File: src/hw/rtl/assert_macros.svh
// Assertion helpers.
`ifndef ASSERT_MACROS_SVH
`define ASSERT_MACROS_SVH
`define ASSERT_IMPL(lbl, clk, rstn, a, c) \
  lbl: assert property (@(posedge clk) disable iff (!rstn) (a) |-> (c)) \
    else $error("assertion failed");
`define ASSERT_NEXT(lbl, clk, rstn, a, c) \
  lbl: assert property (@(posedge clk) disable iff (!rstn) (a) |=> (c)) \
    else $error("assertion failed");
`endif

File: src/hw/rtl/lzbd_pkg.sv
package lzbd_pkg;
  localparam logic [2:0] PH_LIT  = 3'd0;
  localparam logic [2:0] PH_LEN  = 3'd1;
  localparam logic [2:0] PH_LENX = 3'd2;
  localparam logic [2:0] PH_LENB = 3'd3;
  localparam logic [2:0] PH_RUN  = 3'd4;
  localparam logic [2:0] PH_DIST = 3'd5;
  localparam logic [2:0] PH_COPY = 3'd6;
  localparam logic [2:0] PH_ERR  = 3'd7;

  localparam logic CMD_DELIVER = 1'b0;
  localparam logic CMD_ADVANCE = 1'b1;

  localparam logic [2:0] REG_OUT_LEN  = 3'd0;
  localparam logic [2:0] REG_FIRST    = 3'd1;
  localparam logic [2:0] REG_SEED     = 3'd2;
  localparam logic [2:0] REG_PAD      = 3'd3;
  localparam logic [2:0] REG_BASE_LO  = 3'd4;
  localparam logic [2:0] REG_BASE_HI  = 3'd5;
  localparam logic [2:0] REG_DBITS    = 3'd6;

  localparam logic [7:0] LEN_BIAS = 8'd6;

  typedef struct packed {
    logic       start;
    logic       mem_wait;
  } ctl_cmd_t;

  typedef struct packed {
    logic       need_read;
  } ctl_sts_t;

  typedef struct packed {
    logic        out_valid;
    logic [7:0]  out_byte;
    logic [31:0] out_position;
    logic        need_byte;
    logic        byte_taken;
    logic        finished;
    logic        distance_error;
  } result_t;

  function automatic logic [3:0] run_extra(input logic [3:0] i);
    case (i)
      4'd0, 4'd1, 4'd2, 4'd3: run_extra = 4'd1;
      4'd4: run_extra = 4'd2;
      4'd5, 4'd6: run_extra = 4'd3;
      4'd7, 4'd8: run_extra = 4'd4;
      4'd9: run_extra = 4'd5;
      4'd10: run_extra = 4'd7;
      4'd11: run_extra = 4'd14;
      default: run_extra = 4'd0;
    endcase
  endfunction

  function automatic logic [4:0] run_far_base(input logic [1:0] i);
    case (i)
      2'd0: run_far_base = 5'd6;
      2'd1: run_far_base = 5'd10;
      2'd2: run_far_base = 5'd10;
      default: run_far_base = 5'd18;
    endcase
  endfunction
endpackage

File: src/hw/rtl/lzbd_ctrl.sv
module lzbd_ctrl import lzbd_pkg::*; (
  input  logic     clk_i,
  input  logic     rst_ni,
  input  logic     in_fire_i,
  input  logic     out_fire_i,
  input  ctl_sts_t sts_i,
  output ctl_cmd_t cmd_o,
  output logic     in_ready_o,
  output logic     out_valid_o
);
  localparam logic [1:0] S_IDLE = 2'd0;
  localparam logic [1:0] S_READ = 2'd1;
  localparam logic [1:0] S_OUT  = 2'd2;

  logic [1:0] state_q, state_d;

  always_comb begin
    state_d = state_q;
    cmd_o.start = 1'b0;
    cmd_o.mem_wait = 1'b0;
    case (state_q)
      S_IDLE: begin
        if (in_fire_i) begin
          cmd_o.start = 1'b1;
          state_d = sts_i.need_read ? S_READ : S_OUT;
        end
      end
      S_READ: begin
        cmd_o.mem_wait = 1'b1;
        state_d = S_OUT;
      end
      S_OUT: begin
        if (out_fire_i) begin
          state_d = S_IDLE;
        end
      end
      default: state_d = S_IDLE;
    endcase
  end

  assign in_ready_o = (state_q == S_IDLE);
  assign out_valid_o = (state_q == S_OUT);

  always_ff @(posedge clk_i or negedge rst_ni) begin
    if (!rst_ni) begin
      state_q <= S_IDLE;
    end else begin
      state_q <= state_d;
    end
  end

`include "assert_macros.svh"
  `ASSERT_NEXT(a_read_then_out, clk_i, rst_ni, state_q == S_READ, state_q == S_OUT)
  `ASSERT_IMPL(a_no_accept_busy, clk_i, rst_ni, state_q != S_IDLE, !in_ready_o)
  `ASSERT_NEXT(a_out_holds, clk_i, rst_ni, out_valid_o && !out_fire_i, out_valid_o)
endmodule

File: config.mk
export PLATFORM = sky130hd
export DESIGN_NAME = lzbd_ctrl
export DESIGN_NICKNAME = d
export VERILOG_FILES = /design/src/hw/rtl/lzbd_pkg.sv /design/src/hw/rtl/lzbd_ctrl.sv
export VERILOG_INCLUDE_DIRS = /design/src /design/src/hw/rtl
export SDC_FILE = /design/constraint.sdc
export NUM_CORES = 1
export LEC_CHECK = 0
export ABC_AREA = 1
export BUFFER_PORTS_ARGS = -buffer_cell sky130_fd_sc_hd__buf_4
export CORE_AREA = 10 10 47 49
export DETAILED_ROUTE_END_ITERATION = 10
export DIE_AREA = 0 0 57 59
export RECOVER_POWER = 50
export SYNTH_ARGS = -nofsm -noshare
export SYNTH_HDL_FRONTEND = slang
export SYNTH_SLANG_ARGS = --single-unit
export TNS_END_PERCENT = 100
File: constraint.sdc
create_clock -name clk_i -period 2 [get_ports clk_i]
set_input_delay 0.3 -clock clk_i [delete_from_list [all_inputs] [get_ports clk_i]]
set_output_delay 0.3 -clock clk_i [all_outputs]
set_load 0.01 [all_outputs]
Word level (Yosys, flattened, before mapping):

Index checks and enable logic that the tools add are counted.

* flip-flop bits (word level): 2
* input bits: 5
* output and inout bits: 4

* equal/unequal tests: 4
* multiplexer cells: 7
* reduce and logical (&&, ||, !) cells: 2

Operators by type and width (count)
* $mux 2: 3
* $pmux 2 s3: 1
* $ne 2x2->1 const B: 2
* $mux 1: 3
* $eq 2x1->1 const B: 1
* $eq 2x2->1 const B: 1
* $logic_not 2->1: 1
* $reduce_and 2->1: 1

Depth between registers and ports, before layout:

* depth in word-level cells: 3
* depth in mapped cells: 3

Worst setup path after synthesis:

OpenSTA, ideal clock, no wires.

* kind: register to output
* start: register state_q[1]
* end: output cmd_o[1] (netlist bit)
* arrival: 674 ps
* slack: 1026 ps
* cell stages (with the launch flop): 4
* buffers on the path: 0
* cell sequence: dfrtp_1 -> inv_2 -> nand2_2 -> nor2_1

RTL lines
* from (decl): RTL line lzbd_ctrl.sv:15 `logic [1:0] state_q, state_d;`
* from (signal assigned): RTL line lzbd_ctrl.sv:48 `state_q <= state_d;`
* to (decl): RTL line lzbd_ctrl.sv:7 `output ctl_cmd_t cmd_o,`

==> results.toml <==
[cells_and_area]
drive_gt1_share_pct = 37.93
largest_reg_flops = 2
n_antenna_cell = 0
fin_area_sq_um = 224.0
synthToLayoutAreaGrowth_pct = 86.46
regMostFlops = "state_q"
n_fill_cell = 168
fin_nets = 36
reg.largest.list = "state_q: 2 flops"
utilization_pct = 15.98

[sta]
setup_tns_ns = 0
drv_slew = 0
hold_viol_final = 0
rsz0062_at_grt = "no"
relSlewSlack_pct = 88.65
fin_crit_ns = 1.316
finalSetupViolations = 0
period_share_pct = 65.78
tightest_slew_ns = 0.1690
max_freq_ghz = 0.7601
skew_ns = 0.0003412

[setup_path]
cp_data_required_time_ns = 1.70
end_kind = "output port"
crit_fanout = 3
rr_worst_depth = 3
timing_worst_setup_path_type = "reg -> out"
arrival_ns = 1.02
start_kind = "flip-flop"

[route]
drc = 0
wl_per_cell_um = 8.400
wl_um = 378
ant_nets = 0
vias_per_cell = 2.689
drt-initial-drc-count = 1
vias = 121
drt-pass1-iter-count = 2

[global_routing]
grt_pass1_wl_um = 593
track_usage_pct = 3.026
first_global_vias = 143
grt_overflow = 0
antenna_found_initial = 0
grt_start_max_net_pins = 4

[yosys]
synth_area_leaders = "dfrtp_1, inv_1, nor2_1, nor3_2, nand2_1"
synthCells = 17
ys_ff_latch = 2
synth_top_area_share_pct = 41.67
ys_seq_area_share_pct = 41.67
synth_nets = 22
synth_top_area_cell = "dfrtp_1"
ys_warn_count = 0
ys_types = 9
syn_area_sq_um = 120.1
postSynthAreaPerCell_sq_um = 7.066

[clock_tree]
cts_tree = "built"
clk_pin_slew_ns = 0.03
numCtsBuffers = 3
postCtsHoldBufs = 1
max-clock-path-buffers = 2
cts_max_level = 1
cts-root-buf = "clkbuf_4"
worstSkewPairLatency_ns = 0.22
cts_setup_buffers = 0
cts_resized = 0
cts.sinks = 2

[min_path]
hp-class = "in -> reg"
min_path_cells = 3

[placement]
io_buffers = 8
postPlaceCellArea_sq_um = 200.2
routabilityCongestion = 0.6314

[pwr]
power_w = 0.0002102
peakVddDrop_v = 0.0002205
leakage_nw = 0.1307
p_per_area_mw_per_mm2 = 938.6

[run_status]
status = "finished, final reports clean"

[floorplan]
fp.dieArea_sq_mm = 0.003363
num_rows = 14
core_area_sq_mm = 0.001401
die_h_um = 59
io_pins = 9
initial_core_util_pct = 8.571
die_x_um = 57

[run]
cap_violations = 0
==> final cells by class <==
| class | count | area (sq um) | area share, % |
|---|---|---|---|
| Timing Repair Buffer | 9 | 66.31 | 29.61 |
| Sequential cell | 2 | 50.05 | 22.35 |
| Multi-Input combinational cell | 9 | 42.54 | 18.99 |
| Clock buffer | 3 | 22.52 | 10.06 |
| Inverter | 6 | 22.52 | 10.06 |
| Tap cell | 16 | 20.02 | 8.939 |
==> where the power goes <==
group          total (W)  internal, W  switching [W]
clock network  0.0000869    0.0000660      0.0000209
registers      0.0000530    0.0000476     0.00000541
logic          0.0000703    0.0000344      0.0000360
==> metrics by stage <==
step,instances,worst slack [ns],hold WS [ns]
2_1_floorplan,17,1.026,0.004409
3_3_place_gp,41,0.9307,0.08397
3_5_place_dp,41,0.9468,0.08546
4_1_cts,45,0.6976,0.3174
5_1_grt,45,0.6088,0.3159
6_report,45,0.6844,0.3219
==> synth_stat cells <==
cell and number:
dfrtp_1 2, nand3_1 1, nand2_2 1, inv_1 5
inv_2 1, nor3_2 1, nand3b_1 1, nor2_1 3
nand2_1 2
==> cells in the final DEF, fill, tap and decap left out, types with 2 or more instances in the layout <==
cell      count
clkbuf_4      3
inv_1         6
dfrtp_1       2
buf_4         7
nand2_1       2
nor2_1        3
==> worst paths after layout <==
path                            startpoint         end  slack [ns]
worst min register to register  state_q[0]  state_q[1]        0.54
worst max-delay path            state_q[1]    cmd_o[1]        0.68
min in group asynchronous           rst_ni  state_q[0]        0.40
max in group asynchronous           rst_ni  state_q[1]        1.48
worst min-delay path             in_fire_i  state_q[1]        0.32
worst max register to register  state_q[1]  state_q[0]        1.18
==> per-layer routing <==
| layer | track usage (%) | vias to the layer above | part of all wire (%) |
|---|---|---|---|
| li1 | - | 72 | - |
| met1 | 3.210 | 41 | 54 |
| met2 | 0.7752 | 8 | 31 |
| met3 | 3.004 | 0 | 14 |
| met4 | 8.054 | 0 | 0 |
| met5 | 0 | - | 0 |
==> worst max-delay path, cell delays in order (launching register included) <==
cell     delay, ns
dfrtp_1       0.39
inv_1         0.11
nand2_2       0.08
nor2_1        0.09
buf_4         0.13
==> logic make-up (layout without fill, tap and decap cells) <==
family                 Yosys count  count (layout)  share of synthesized area (%)
and+or+nand+nor                  9               9                          39.59
DFF                              2               2                          41.67
buffers and inverters            6              18                          18.75
No activity file was read; power rests on OpenSTA's default activity.
